### src/fthq_pkg.sv
`default_nettype none
package fthq_pkg;

  localparam int NUM_TRIANGLES_DEFAULT = 2;
  localparam logic [7:0] FLOOR_BUFFER_RESET = 8'd78;

  localparam int COORD_W = 16;
  localparam int NORM_W = 18;
  localparam int OPND_W = 18;
  localparam int PROD_W = 2 * OPND_W;
  localparam int ACC_W = 38;
  localparam int DIVD_W = 46;
  localparam int DIVS_W = 18;
  localparam int HGT_W = 48;

  typedef enum logic [1:0] {
    MODE_VERTEX = 2'd0,
    MODE_NORMAL = 2'd1,
    MODE_QUERY  = 2'd2
  } mode_t;

  typedef enum logic [3:0] {
    OP_E1P, OP_E1N, OP_E2P, OP_E2N, OP_E3P, OP_E3N, OP_NX, OP_NY, OP_NZ
  } op_t;

  typedef enum logic [2:0] {
    S_IDLE, S_FETCH, S_MSTART, S_MWAIT, S_DSTART, S_DWAIT, S_TEST, S_NEXT
  } state_t;

endpackage
`default_nettype wire

### src/fthq_mul.sv
`default_nettype none
module fthq_mul (
  input  wire logic                                clk,
  input  wire logic                                rst,
  input  wire logic                                start,
  input  wire logic signed [fthq_pkg::OPND_W-1:0]  a,
  input  wire logic signed [fthq_pkg::OPND_W-1:0]  b,
  output logic                                     done,
  output logic signed [fthq_pkg::PROD_W-1:0]       p
);

  localparam int W = fthq_pkg::OPND_W;
  localparam int CW = $clog2(W + 1);

  logic [W-1:0] ma;
  logic [2*W-1:0] prod;
  logic neg;
  logic [CW-1:0] cnt;
  logic [W:0] sum;

  assign sum = {1'b0, prod[2*W-1:W]} + (prod[0] ? {1'b0, ma} : '0);

  always_ff @(posedge clk) begin
    if (rst) begin
      cnt <= '0;
      done <= 1'b0;
    end else if (start) begin
      cnt <= CW'(W);
      done <= 1'b0;
    end else begin
      done <= (cnt == CW'(1));
      if (cnt != '0) cnt <= cnt - CW'(1);
    end
  end

  always_ff @(posedge clk) begin
    if (start) begin
      ma <= a[W-1] ? W'(-a) : W'(a);
      prod <= {{W{1'b0}}, (b[W-1] ? W'(-b) : W'(b))};
      neg <= a[W-1] ^ b[W-1];
    end else if (cnt != '0) begin
      prod <= {sum, prod[W-1:1]};
    end
  end

  assign p = neg ? -$signed(prod) : $signed(prod);

endmodule
`default_nettype wire

### src/fthq_div.sv
`default_nettype none
module fthq_div (
  input  wire logic                               clk,
  input  wire logic                               rst,
  input  wire logic                               start,
  input  wire logic [fthq_pkg::DIVD_W-1:0]        dividend,
  input  wire logic [fthq_pkg::DIVS_W-1:0]        divisor,
  output logic                                    done,
  output logic [fthq_pkg::DIVD_W-1:0]             quotient
);

  localparam int N = fthq_pkg::DIVD_W;
  localparam int D = fthq_pkg::DIVS_W;
  localparam int CW = $clog2(N + 1);

  logic [D-1:0] dreg;
  logic [D-1:0] rem;
  logic [CW-1:0] cnt;
  logic [D:0] trial;

  assign trial = {rem, quotient[N-1]} - {1'b0, dreg};

  always_ff @(posedge clk) begin
    if (rst) begin
      cnt <= '0;
      done <= 1'b0;
    end else if (start) begin
      cnt <= CW'(N);
      done <= 1'b0;
    end else begin
      done <= (cnt == CW'(1));
      if (cnt != '0) cnt <= cnt - CW'(1);
    end
  end

  always_ff @(posedge clk) begin
    if (start) begin
      dreg <= divisor;
      rem <= '0;
      quotient <= dividend;
    end else if (cnt != '0) begin
      if (!trial[D]) begin
        rem <= trial[D-1:0];
        quotient <= {quotient[N-2:0], 1'b1};
      end else begin
        rem <= {rem[D-2:0], quotient[N-1]};
        quotient <= {quotient[N-2:0], 1'b0};
      end
    end
  end

endmodule
`default_nettype wire

### src/floor_triangle_height_query.sv
`default_nettype none
// Floor height query over a small store of triangles. Load transactions write one vertex or
// one normal. A query transaction tries the triangles in slot order; each triangle takes a
// fetch step and up to nine products on a bit-serial 18 by 18 multiplier (fewer products
// when an edge test fails early or the normal's Y component is zero) and, when its edge
// tests pass and the normal's Y component is nonzero, a 46-step restoring divide and a
// test step for the plane height. Up to NUM_TRIANGLES triangles are examined per query.
// The result is written into an output register once that register is free, so a new
// transaction is taken while an earlier result waits there, and the query stalls only if
// the register is still occupied when its own result is ready.
module floor_triangle_height_query #(
  parameter int NUM_TRIANGLES = fthq_pkg::NUM_TRIANGLES_DEFAULT
) (
  input  wire logic               clk,
  input  wire logic               rst,
  input  wire logic               cfg_valid,
  output logic                    cfg_ready,
  input  wire logic [7:0]         cfg_data,
  input  wire logic               in_valid,
  output logic                    in_ready,
  input  wire logic [1:0]         mode,
  input  wire logic               triangle_slot,
  input  wire logic [1:0]         vertex_slot,
  input  wire logic signed [17:0] value_a,
  input  wire logic signed [17:0] value_b,
  input  wire logic signed [17:0] value_c,
  output logic                    out_valid,
  input  wire logic               out_ready,
  output logic                    found,
  output logic                    floor_index,
  output logic signed [31:0]      height
);

  localparam int TW = (NUM_TRIANGLES > 1) ? $clog2(NUM_TRIANGLES) : 1;
  localparam int CWD = fthq_pkg::COORD_W;
  localparam int NW = fthq_pkg::NORM_W;
  localparam int OW = fthq_pkg::OPND_W;
  localparam int AW = fthq_pkg::ACC_W;
  localparam int HW = fthq_pkg::HGT_W;
  localparam int DW = fthq_pkg::DIVS_W;

  logic signed [CWD-1:0] vx [NUM_TRIANGLES][3];
  logic signed [CWD-1:0] vy [NUM_TRIANGLES][3];
  logic signed [CWD-1:0] vz [NUM_TRIANGLES][3];
  logic signed [NW-1:0] nxs [NUM_TRIANGLES];
  logic signed [NW-1:0] nys [NUM_TRIANGLES];
  logic signed [NW-1:0] nzs [NUM_TRIANGLES];

  logic signed [CWD-1:0] x1, y1, z1, x2, z2, x3, z3, px, py, pz;
  logic signed [NW-1:0] nx, ny, nz;
  logic [7:0] floor_buffer;

  fthq_pkg::state_t state, state_next;
  fthq_pkg::op_t op;
  logic [TW-1:0] t;
  logic signed [AW-1:0] acc, acc_next;
  logic signed [HW-1:0] h;

  logic signed [OW-1:0] ma, mb;
  logic mul_start, mul_done, div_start, div_done;
  logic signed [fthq_pkg::PROD_W-1:0] p;
  logic [fthq_pkg::DIVD_W-1:0] q;
  logic [AW-1:0] acc_mag;
  logic [DW-1:0] ny_mag;
  logic signed [HW-1:0] h_new, diff;
  logic sub, in_go, slot_ok, last_t, sat_hi, sat_lo, out_free, result_go;
  logic signed [31:0] h_sat;

  function automatic logic signed [OW-1:0] dif(input logic signed [CWD-1:0] a,
                                                  input logic signed [CWD-1:0] b);
    dif = OW'(a) - OW'(b);
  endfunction

  assign cfg_ready = 1'b1;
  assign in_ready = (state == fthq_pkg::S_IDLE);
  assign in_go = in_valid && in_ready;
  assign slot_ok = 32'(triangle_slot) < NUM_TRIANGLES;
  assign last_t = 32'(t) == NUM_TRIANGLES - 1;
  assign out_free = !out_valid || out_ready;
  assign result_go = out_free && ((state == fthq_pkg::S_TEST && !diff[HW-1]) ||
                                  (state == fthq_pkg::S_NEXT && last_t));

  always_comb begin
    sub = 1'b0;
    ma = dif(z1, pz);
    mb = dif(x2, x1);
    case (op)
      fthq_pkg::OP_E1P: begin ma = dif(z1, pz); mb = dif(x2, x1); end
      fthq_pkg::OP_E1N: begin ma = dif(x1, px); mb = dif(z2, z1); sub = 1'b1; end
      fthq_pkg::OP_E2P: begin ma = dif(z2, pz); mb = dif(x3, x2); end
      fthq_pkg::OP_E2N: begin ma = dif(x2, px); mb = dif(z3, z2); sub = 1'b1; end
      fthq_pkg::OP_E3P: begin ma = dif(z3, pz); mb = dif(x1, x3); end
      fthq_pkg::OP_E3N: begin ma = dif(x3, px); mb = dif(z1, z3); sub = 1'b1; end
      fthq_pkg::OP_NX:  begin ma = nx; mb = dif(x1, px); end
      fthq_pkg::OP_NY:  begin ma = ny; mb = OW'(y1); end
      fthq_pkg::OP_NZ:  begin ma = nz; mb = dif(z1, pz); end
      default: begin ma = '0; mb = '0; end
    endcase
  end

  assign acc_next = sub ? acc - AW'(p) : acc + AW'(p);
  assign acc_mag = acc[AW-1] ? AW'(-acc) : AW'(acc);
  assign ny_mag = ny[NW-1] ? DW'(-ny) : DW'(ny);
  assign h_new = (acc[AW-1] ^ ny[NW-1]) ? -$signed({2'b00, q}) : $signed({2'b00, q});
  assign diff = {{(HW-CWD-8){py[CWD-1]}}, py, 8'd0} - h
              + $signed({{(HW-16){1'b0}}, floor_buffer, 8'd0});
  assign sat_hi = !h[HW-1] && (h[HW-2:31] != '0);
  assign sat_lo = h[HW-1] && (h[HW-2:31] != '1);
  assign h_sat = sat_hi ? 32'sh7FFFFFFF : (sat_lo ? 32'sh80000000 : h[31:0]);

  fthq_mul u_mul (
    .clk(clk), .rst(rst), .start(mul_start), .a(ma), .b(mb), .done(mul_done), .p(p)
  );

  fthq_div u_div (
    .clk(clk), .rst(rst), .start(div_start), .dividend({acc_mag, 8'd0}),
    .divisor(ny_mag), .done(div_done), .quotient(q)
  );

  always_comb begin
    state_next = state;
    mul_start = 1'b0;
    div_start = 1'b0;
    case (state)
      fthq_pkg::S_IDLE: begin
        if (in_go && mode == fthq_pkg::MODE_QUERY) state_next = fthq_pkg::S_FETCH;
      end
      fthq_pkg::S_FETCH: state_next = fthq_pkg::S_MSTART;
      fthq_pkg::S_MSTART: begin
        mul_start = 1'b1;
        state_next = fthq_pkg::S_MWAIT;
      end
      fthq_pkg::S_MWAIT: begin
        if (mul_done) begin
          if (op == fthq_pkg::OP_NZ) begin
            state_next = fthq_pkg::S_DSTART;
          end else if (sub && acc_next[AW-1]) begin
            state_next = fthq_pkg::S_NEXT;
          end else if (op == fthq_pkg::OP_E3N && ny == '0) begin
            state_next = fthq_pkg::S_NEXT;
          end else begin
            state_next = fthq_pkg::S_MSTART;
          end
        end
      end
      fthq_pkg::S_DSTART: begin
        div_start = 1'b1;
        state_next = fthq_pkg::S_DWAIT;
      end
      fthq_pkg::S_DWAIT: if (div_done) state_next = fthq_pkg::S_TEST;
      fthq_pkg::S_TEST: begin
        if (!diff[HW-1]) begin
          if (out_free) state_next = fthq_pkg::S_IDLE;
        end else begin
          state_next = fthq_pkg::S_NEXT;
        end
      end
      fthq_pkg::S_NEXT: begin
        if (last_t) begin
          if (out_free) state_next = fthq_pkg::S_IDLE;
        end else begin
          state_next = fthq_pkg::S_FETCH;
        end
      end
      default: state_next = fthq_pkg::S_IDLE;
    endcase
  end

  always_ff @(posedge clk) begin
    if (rst) begin
      state <= fthq_pkg::S_IDLE;
      floor_buffer <= fthq_pkg::FLOOR_BUFFER_RESET;
      out_valid <= 1'b0;
    end else begin
      if (cfg_valid && cfg_ready) floor_buffer <= cfg_data;
      if (result_go) out_valid <= 1'b1;
      else if (out_ready) out_valid <= 1'b0;
      state <= state_next;
    end
  end

  always_ff @(posedge clk) begin
    if (in_go) begin
      if (mode == fthq_pkg::MODE_VERTEX && slot_ok && vertex_slot != 2'd3) begin
        vx[TW'(triangle_slot)][vertex_slot] <= value_a[CWD-1:0];
        vy[TW'(triangle_slot)][vertex_slot] <= value_b[CWD-1:0];
        vz[TW'(triangle_slot)][vertex_slot] <= value_c[CWD-1:0];
      end
      if (mode == fthq_pkg::MODE_NORMAL && slot_ok) begin
        nxs[TW'(triangle_slot)] <= value_a;
        nys[TW'(triangle_slot)] <= value_b;
        nzs[TW'(triangle_slot)] <= value_c;
      end
      px <= value_a[CWD-1:0];
      py <= value_b[CWD-1:0];
      pz <= value_c[CWD-1:0];
      t <= '0;
    end
    case (state)
      fthq_pkg::S_FETCH: begin
        x1 <= vx[t][0]; y1 <= vy[t][0]; z1 <= vz[t][0];
        x2 <= vx[t][1]; z2 <= vz[t][1];
        x3 <= vx[t][2]; z3 <= vz[t][2];
        nx <= nxs[t]; ny <= nys[t]; nz <= nzs[t];
        op <= fthq_pkg::OP_E1P;
        acc <= '0;
      end
      fthq_pkg::S_MWAIT: begin
        if (mul_done) begin
          acc <= (sub && op != fthq_pkg::OP_NZ) ? '0 : acc_next;
          if (op != fthq_pkg::OP_NZ) op <= fthq_pkg::op_t'(op + 4'd1);
        end
      end
      fthq_pkg::S_DWAIT: if (div_done) h <= h_new;
      fthq_pkg::S_TEST: begin
        if (!diff[HW-1] && out_free) begin
          found <= 1'b1;
          floor_index <= t[0];
          height <= h_sat;
        end
      end
      fthq_pkg::S_NEXT: begin
        if (last_t) begin
          if (out_free) begin
            found <= 1'b0;
            floor_index <= 1'b0;
            height <= '0;
          end
        end else begin
          t <= t + TW'(1);
        end
      end
      default: ;
    endcase
  end

  a_empty_zero: assert property (@(posedge clk) disable iff (rst)
    out_valid && !found |-> height == 32'sd0 && !floor_index)
    else $error("empty result carries nonzero fields");

  a_mul_done_state: assert property (@(posedge clk) disable iff (rst)
    mul_done |-> state == fthq_pkg::S_MWAIT)
    else $error("multiplier finished outside its wait state");

  a_div_done_state: assert property (@(posedge clk) disable iff (rst)
    div_done |-> state == fthq_pkg::S_DWAIT)
    else $error("divider finished outside its wait state");

  a_out_stable: assert property (@(posedge clk) disable iff (rst)
    out_valid && !out_ready |=> out_valid && $stable(found) && $stable(floor_index)
                                && $stable(height))
    else $error("waiting result changed before it was taken");

endmodule
`default_nettype wire
### config.mk
export PLATFORM = sky130hd
export DESIGN_NAME = floor_triangle_height_query
export DESIGN_NICKNAME = d
export VERILOG_FILES = /design/src/fthq_pkg.sv /design/src/fthq_mul.sv /design/src/fthq_div.sv /design/src/floor_triangle_height_query.sv
export SDC_FILE = /design/constraint.sdc
export NUM_CORES = 2
export LEC_CHECK = 0
export BUFFER_PORTS_ARGS = -buffer_cell sky130_fd_sc_hd__buf_2
export CAP_MARGIN = 20
export CORE_MARGIN = 2
export CORE_UTILIZATION = 55
export CTS_CLUSTER_SIZE = 20
export DETAILED_ROUTE_END_ITERATION = 12
export PLACE_DENSITY_LB_ADDON = 0.05
export REMOVE_ABC_BUFFERS = 1
export SLEW_MARGIN = 15
export SYNTH_ARGS = -nofsm -noshare
export SYNTH_HDL_FRONTEND = slang
export SYNTH_SLANG_ARGS = --single-unit
### constraint.sdc
create_clock -name clk -period 9.5 [get_ports clk]
set_input_delay 1.9 -clock clk [delete_from_list [all_inputs] [get_ports clk]]
set_output_delay 1.9 -clock clk [all_outputs]
set_load 0.1 [all_outputs]
== Word-level counts from Yosys, hierarchy flattened ==
Memories as Yosys holds them, arrays and structs flattened. A register that Yosys moved wholly into a read port is not among the register bits.
Cells that the tools add are included.

* Register bits: 335
* RAM bits: 396
* Output and inout bits: 37
* Memories kept: 6

{| class="wikitable"
|+ Memory list
! name !! depth !! bits a word !! rd ports !! clocked after Yosys merged registers in !! write ports !! line !! RTL
|-
| vx || 2 || 48 || 1 || 1 || 1 || floor_triangle_height_query.sv:42 || <nowiki>logic signed [CWD-1:0] vx [NUM_TRIANGLES][3];</nowiki>
|-
| vy || 2 || 48 || 1 || 1 || 1 || floor_triangle_height_query.sv:43 || <nowiki>logic signed [CWD-1:0] vy [NUM_TRIANGLES][3];</nowiki>
|-
| vz || 2 || 48 || 1 || 1 || 1 || floor_triangle_height_query.sv:44 || <nowiki>logic signed [CWD-1:0] vz [NUM_TRIANGLES][3];</nowiki>
|-
| nxs || 2 || 18 || 1 || 1 || 1 || floor_triangle_height_query.sv:45 || <nowiki>logic signed [NW-1:0] nxs [NUM_TRIANGLES];</nowiki>
|-
| nys || 2 || 18 || 1 || 1 || 1 || floor_triangle_height_query.sv:46 || <nowiki>logic signed [NW-1:0] nys [NUM_TRIANGLES];</nowiki>
|-
| nzs || 2 || 18 || 1 || 1 || 1 || floor_triangle_height_query.sv:47 || <nowiki>logic signed [NW-1:0] nzs [NUM_TRIANGLES];</nowiki>
|}

* Add/sub/neg operators: 28
* $lt $le $gt $ge: 2
* Eq/ne operators: 29
* Multiplexer cells: 64
* Bitwise gates (word level): 3
* Reduce and logical (&&, ||, !) cells: 38

{| class="wikitable"
|+ Operator list
! operator !! count
|-
| $pmux W18 S9 || 2
|-
| $sub A16 B16 Y17 || 12
|-
| $mux W32 || 5
|-
| $mux W38 || 4
|-
| $mux W46 || 3
|-
| $mux W18 || 5
|-
| $pmux W38 S2 || 1
|-
| $pmux W32 S2 || 1
|-
| $neg A18 Y18 || 3
|-
| $add A48 B16 Y48 || 1
|-
| $mux W48 || 1
|-
| $neg A46 Y48 || 1
|-
| $sub A48 B48 Y48 || 1
|-
| $add A38 B36 Y38 || 1
|-
| $neg A38 Y38 || 1
|-
| $sub A38 B36 Y38 || 1
|-
| $mux W36 || 1
|-
| $neg A36 Y36 || 1
|-
| $mux W17 || 2
|-
| $demux W16 S2 || 1
|-
| $mux W3 || 9
|-
| $pmux W3 S8 || 1
|-
| $add A18 B18 Y19 || 1
|-
| $sub A19 B18 Y19 || 1
|-
| other kinds (46) || 104
|}

== Depth between registers and ports, before layout ==
* Depth after elaboration: 9
* Mapped depth: 27

== Hierarchy ==
From an unflattened synthesis, not the netlist that was laid out.

* Cells, all modules: 4402
* Area total of the unflattened synthesis: 49423.7 um^2

{| class="wikitable"
|+ Modules (own cells, without submodules)
! module !! times used !! cells each !! area each (um^2) !! seq. area each (um^2)
|-
| floor_triangle_height_query || 1 || 3458 || 39865.7 || 20379.5
|-
| fthq_div || 1 || 414 || 4817.1 || 2422.3
|-
| fthq_mul || 1 || 530 || 4740.8 || 1591.5
|}

== Worst setup path before layout ==
No wires, ideal clock.

* Kind: register to register
* Start: register state[0]
* End: register nx[0], read port of nxs (enable)
* Library setup time: 0.694 ns
* Data arrival time: 7.643 ns
* Required time: 8.806 ns
* Slack: 1.163 ns
* Cell stages (with the launch flop): 4
* Path buffers: 1
* Period minus slack after synthesis: 8.337 ns
* Cells stage by stage: dfxtp_1 clkbuf_1 nand2_1 nor2_1

* Word-level cells in the longest chain between the ends: 1

{| class="wikitable"
|+ RTL lines
! what !! line !! RTL
|-
| from (decl) || floor_triangle_height_query.sv:53 || <nowiki>fthq_pkg::state_t state, state_next;</nowiki>
|-
| from (signal assigned) || floor_triangle_height_query.sv:171 || <nowiki>state <= fthq_pkg::S_IDLE;</nowiki>
|-
| from (signal assigned) || floor_triangle_height_query.sv:178 || <nowiki>state <= state_next;</nowiki>
|-
| $eq A3 B1 Y1 || floor_triangle_height_query.sv:199 || <nowiki>case (state)</nowiki>
|-
| to (decl) || floor_triangle_height_query.sv:50 || <nowiki>logic signed [NW-1:0] nx, ny, nz;</nowiki>
|}

Every way passes these cells.
A chain may end at the register's enable or synchronous reset.

== Worst setup path after layout ==
* Start: register u_mul.prod[0]
* End: register state[2]

* Word-level cells in the longest chain between the ends: 9
* Elaborated cells on any way between the ends: 10

{| class="wikitable"
|+ RTL lines
! what !! line !! RTL
|-
| from (decl) || fthq_mul.sv:16 || <nowiki>logic [2*W-1:0] prod;</nowiki>
|-
| from (signal assigned) || fthq_mul.sv:39 || <nowiki>prod <= {{W{1'b0}}, (b[W-1] ? W'(-b) : W'(b))};</nowiki>
|-
| from (signal assigned) || fthq_mul.sv:42 || <nowiki>prod <= {sum, prod[W-1:1]};</nowiki>
|-
| $neg A36 Y36 || fthq_mul.sv:46 || <nowiki>assign p = neg ? -$signed(prod) : $signed(prod);</nowiki>
|-
| $mux W36 * || fthq_mul.sv:46 ||
|-
| $add A38 B36 Y38 or $sub A38 B36 Y38 (tied branches) || floor_triangle_height_query.sv:101 || <nowiki>assign acc_next = sub ? acc - AW'(p) : acc + AW'(p);</nowiki>
|-
| $mux W38 * || floor_triangle_height_query.sv:101 ||
|-
| $logic_and A1 B1 Y1 * || floor_triangle_height_query.sv:137 || <nowiki>end else if (sub && acc_next[AW-1]) begin</nowiki>
|-
| $mux W3 * || floor_triangle_height_query.sv:137 ||
|-
| $mux W3 * || floor_triangle_height_query.sv:135 || <nowiki>if (op == fthq_pkg::OP_NZ) begin</nowiki>
|-
| $mux W3 * || floor_triangle_height_query.sv:134 || <nowiki>if (mul_done) begin</nowiki>
|-
| $pmux W3 S8 * || floor_triangle_height_query.sv:124 || <nowiki>case (state)</nowiki>
|}

Every way passes the cells marked *; elsewhere a longest branch is shown, timed or not. The select of a mux whose other input is x is not followed.

==> impl_results.md <==
* RSZ-0062 raised after global routing: false
* Total vias in the final route at 37.9k
* Slew HR at 0.139
* Antenna Violating Nets Remaining at 0
* Row count at 111
* Final worst slack at 3.04 ns
* Period minus WS final at 6.46 ns
* Fillers at 7,763
* Asr flop ratio synth at 0
* Top Metal Used: met5
* Final Hold Viols at 0
* Startpoint types: flop
* Total Neg Setup Slack at 0 ns
* Routability cong. at about 1.0
* Yosys warns at 0
* Min-delay worst type: reg2reg
* Actual slew at the worst max-slew pin at approximately 1.3 ns
* Clock Pin Slew Worst Setup and Hold Paths at 0.06 ns
* DIE AREA at around 95,000 um^2
* Port buffer count at 107
* DRT Pass-1 Iters at 6
* Final HPWL DP at 110,000 um
* First-pass GRT wire length at 220,000 um
* Met2 routed WL at around 70,000 um
* Status: completed
* Met3 WL at about 9500 um
* Main flop type after synthesis: edfxtp_1
* Place WS at 2.99 ns
* Post-synthesis cell type count at 96
* H-tree levels at 3
* WL final at 148,000 um
* F_max at 0.155 GHz
* Final setup violation count at 0
* Via/cell ratio at 6.13
* Net Sw Frac at 0.364
* Total GRT Usage at 0.308
* CTS Buf Count at 86
* Vias in the first global route at 36.5k
* Synthesized cell area at 51,100 um^2
* Post-cts sizing count at 0
* Syn Inst Count at ~4.8k
* I/O pin total at about 110
* Final Cell Area at between 50,000 and 60,000 um^2
* Initial DRC count at 3,022
* Starting Density at 0.556
* Routed len/inst at roughly 24 um
* Peak VDD IR at between 150 and 200 uV
* Area of the core at around 92,000 um^2
* Lkg Pwr at 21.3 nW
* Post-CTS Hold Buffers at 0
* Post-DP Area at about 53,000 um^2
* Internal Power at 8.35 mW
* Root buffer cell: clkbuf_16
* Switching power total at 4.79 mW
* Mean area per synthesized cell at 10.7 um^2
* Final worst-path cycle share at 0.680
* TritonCTS Sinks at about 830
* Gr ovfl total at 0
* Slew Limit Fails at 0
* PwrDens at 235 nW/um^2
* Kind of critical path: reg2reg
* Largest net degree at the start of global routing at 76
* Post-synthesis to final-layout area growth at 9.31%
* CP Data Required Time at 10.10 ns
* Die extent in x at approximately 310 um
* NumNets Final at roughly 5.3k
* Post-synth EDFFs at 763
* Post-CTS Setup Inserts at 0
* Worst-path fanout max at 24
* Clk_skew at 0.0322 ns
* Sequential Power Share at 0.380
* Share of total power in the clock network at 0.249
* Die height at roughly 310 um
* Critical path endpoint category: flop
* CTS tree: done
* DRC at 0
* Max Cap Viol at 0
* Clk buf depth at 3
* Initial antenna violation count at 5
* CP arrival at 7.06 ns
* Clk Latency, worst-skew pair at 0.70 ns
* Register area share after synthesis at 0.476
* Seq cells post-synth at 833
* Combinational share of power at 0.371
* Layout cells sized above 1 at 0.109
* Met1 WL at 61,800 um
## worst paths after layout
kind	startpoint	endpoint	slack (ns)	cells past startpoint
min	floor_buffer[4]$_SDFFE_PP0P_	floor_buffer[4]$_SDFFE_PP0P_	0.50	2
max	u_mul.prod[0]$_DFFE_PP_	state[2]$_SDFFE_PP0P_	3.04	25
max reg2reg	u_mul.prod[0]$_DFFE_PP_	state[2]$_SDFFE_PP0P_	3.04	25
min reg2reg	floor_buffer[4]$_SDFFE_PP0P_	floor_buffer[4]$_SDFFE_PP0P_	0.50	2
## through the flow
| stage | hold WS (ns) | utilization | instances | power [mW] |
|---|---|---|---|---|
| after floorplan | 0.460 | - | 4619 | 8.61 |
| after global placement | 0.479 | 0.577 | 6025 | 9.81 |
| after detailed placement | 0.485 | 0.577 | 6025 | 9.88 |
| after CTS | 0.502 | 0.608 | 6185 | 13.2 |
| after global routing | 0.538 | 0.608 | 6186 | 13.9 |
| final | 0.499 | 0.608 | 6189 | 13.1 |
## worst max-delay path, cell delays in order, from the launching register on
cell      delay (ns)
edfxtp_1        0.68
inv_1           0.20
ha_1            0.22
or3b_4          0.41
o31ai_1         0.44
nor3b_1         0.24
o21ai_0         0.11
a211oi_1        0.36
nand4b_1        0.19
or2_1           0.31
nor2_1          0.24
and4_1          0.33
a31oi_1         0.12
xor2_1          0.17
ha_1            0.39
a21o_1          0.21
a21o_1          0.17
a21oi_1         0.22
nand2_1         0.08
nor2_1          0.09
o311ai_0        0.13
nand2_1         0.10
xnor2_1         0.11
xnor2_1         0.48
a211oi_1        0.17
o41ai_2         0.20
## cell families after synthesis
group,after synthesis,synth area share
AO/OA/AOI/OAI,1158,0.150
XOR/XNOR,337,0.0579
adder cells (fa/ha/maj),374,0.0949
buffers and inverters,495,0.0372
flip-flops,833,0.476
multiplexers,237,0.0506
other,1,0.0000734
AND/OR/NAND/NOR,1354,0.134
## per-layer routing
| layer | up-vias | track usage |
|---|---|---|
| li1 | 18000 | - |
| met2 | 1264 | 0.523 |
| met4 | 2 | 0.122 |
| met3 | 291 | 0.0434 |
| met5 | - | 0 |
| met1 | 18300 | 0.399 |
## sequential cells by signal, summed over array words and instances, names as in the netlist, 32 cells and up
signal,cells
h,48
acc,38
u_div.quotient,46
nzs,36
vz,96
height,32
nys,36
vy,32
nxs,36
vx,96
u_mul.prod,36
## power groups by stage
stage          Sequential [mW]  Clock [mW]  Combinational [mW]
2_1_floorplan             4.93           0                3.68
3_3_place_gp              5.05           0                4.77
3_5_place_dp              5.06           0                4.82
4_1_cts                   4.98        3.33                4.85
5_1_grt                   5.04        3.46                5.42
6_report                  4.99        3.27                4.88
## final cells by class
class / count / area, um^2 / share of cell area
Antenna cell: 4 / 10.0 / 0.000179
Clock buffer: 117 / 2350 / 0.0421
Clock inverter: 43 / 428 / 0.00766
Inverter: 325 / 1220 / 0.0218
Multi-Input combinational cell: 3461 / 25000 / 0.448
Sequential cell: 833 / 24300 / 0.435
Tap cell: 1243 / 1560 / 0.0278
Timing Repair Buffer: 163 / 956 / 0.0171
## cells in the mapped netlist (27+ instances only)
master / count / area share
mux2_2: 172 / 0.038
clkbuf_1: 132 / 0.0097
or4_1: 29 / 0.0043
xor2_1: 165 / 0.028
nor3_1: 119 / 0.012
or3_1: 33 / 0.0040
nor4_1: 44 / 0.0054
a211oi_1: 62 / 0.0091
a21o_1: 73 / 0.011
and3_1: 30 / 0.0037
a31oi_1: 44 / 0.0054
mux2i_1: 65 / 0.013
nor3b_1: 27 / 0.0040
nand4_1: 35 / 0.0043
o21ai_0: 268 / 0.026
and2_1: 53 / 0.0065
nor2_1: 352 / 0.026
xnor2_1: 171 / 0.029
inv_1: 325 / 0.024
a21oi_1: 258 / 0.025
o31ai_1: 50 / 0.0073
o22ai_1: 36 / 0.0044
ha_1: 351 / 0.086
nand3_1: 101 / 0.0099
o211ai_1: 34 / 0.0050
dfxtp_1: 70 / 0.027
nand2_1: 323 / 0.024
o21a_1: 67 / 0.0098
nor2b_1: 41 / 0.0050
nand2b_1: 61 / 0.0075
edfxtp_1: 763 / 0.45
## layout by cell type (no fill, tap or decap), types with 41 or more instances in the layout
cell,n
nand2_1,322
ha_1,351
inv_1,324
a31oi_1,44
a21o_1,73
and2_1,53
nor2_1,342
mux2i_1,65
a211oi_1,62
nor3_1,118
nand3_1,101
buf_4,56
nand2b_1,61
xnor2_1,170
xor2_1,165
o21a_1,67
edfxtp_1,763
dfxtp_1,69
buf_2,107
nor2b_1,41
o21ai_0,268
a21oi_1,257
clkbuf_16,88
o31ai_1,50
mux2_2,172
nor4_1,44
No activity file was read; power rests on OpenSTA's default activity.
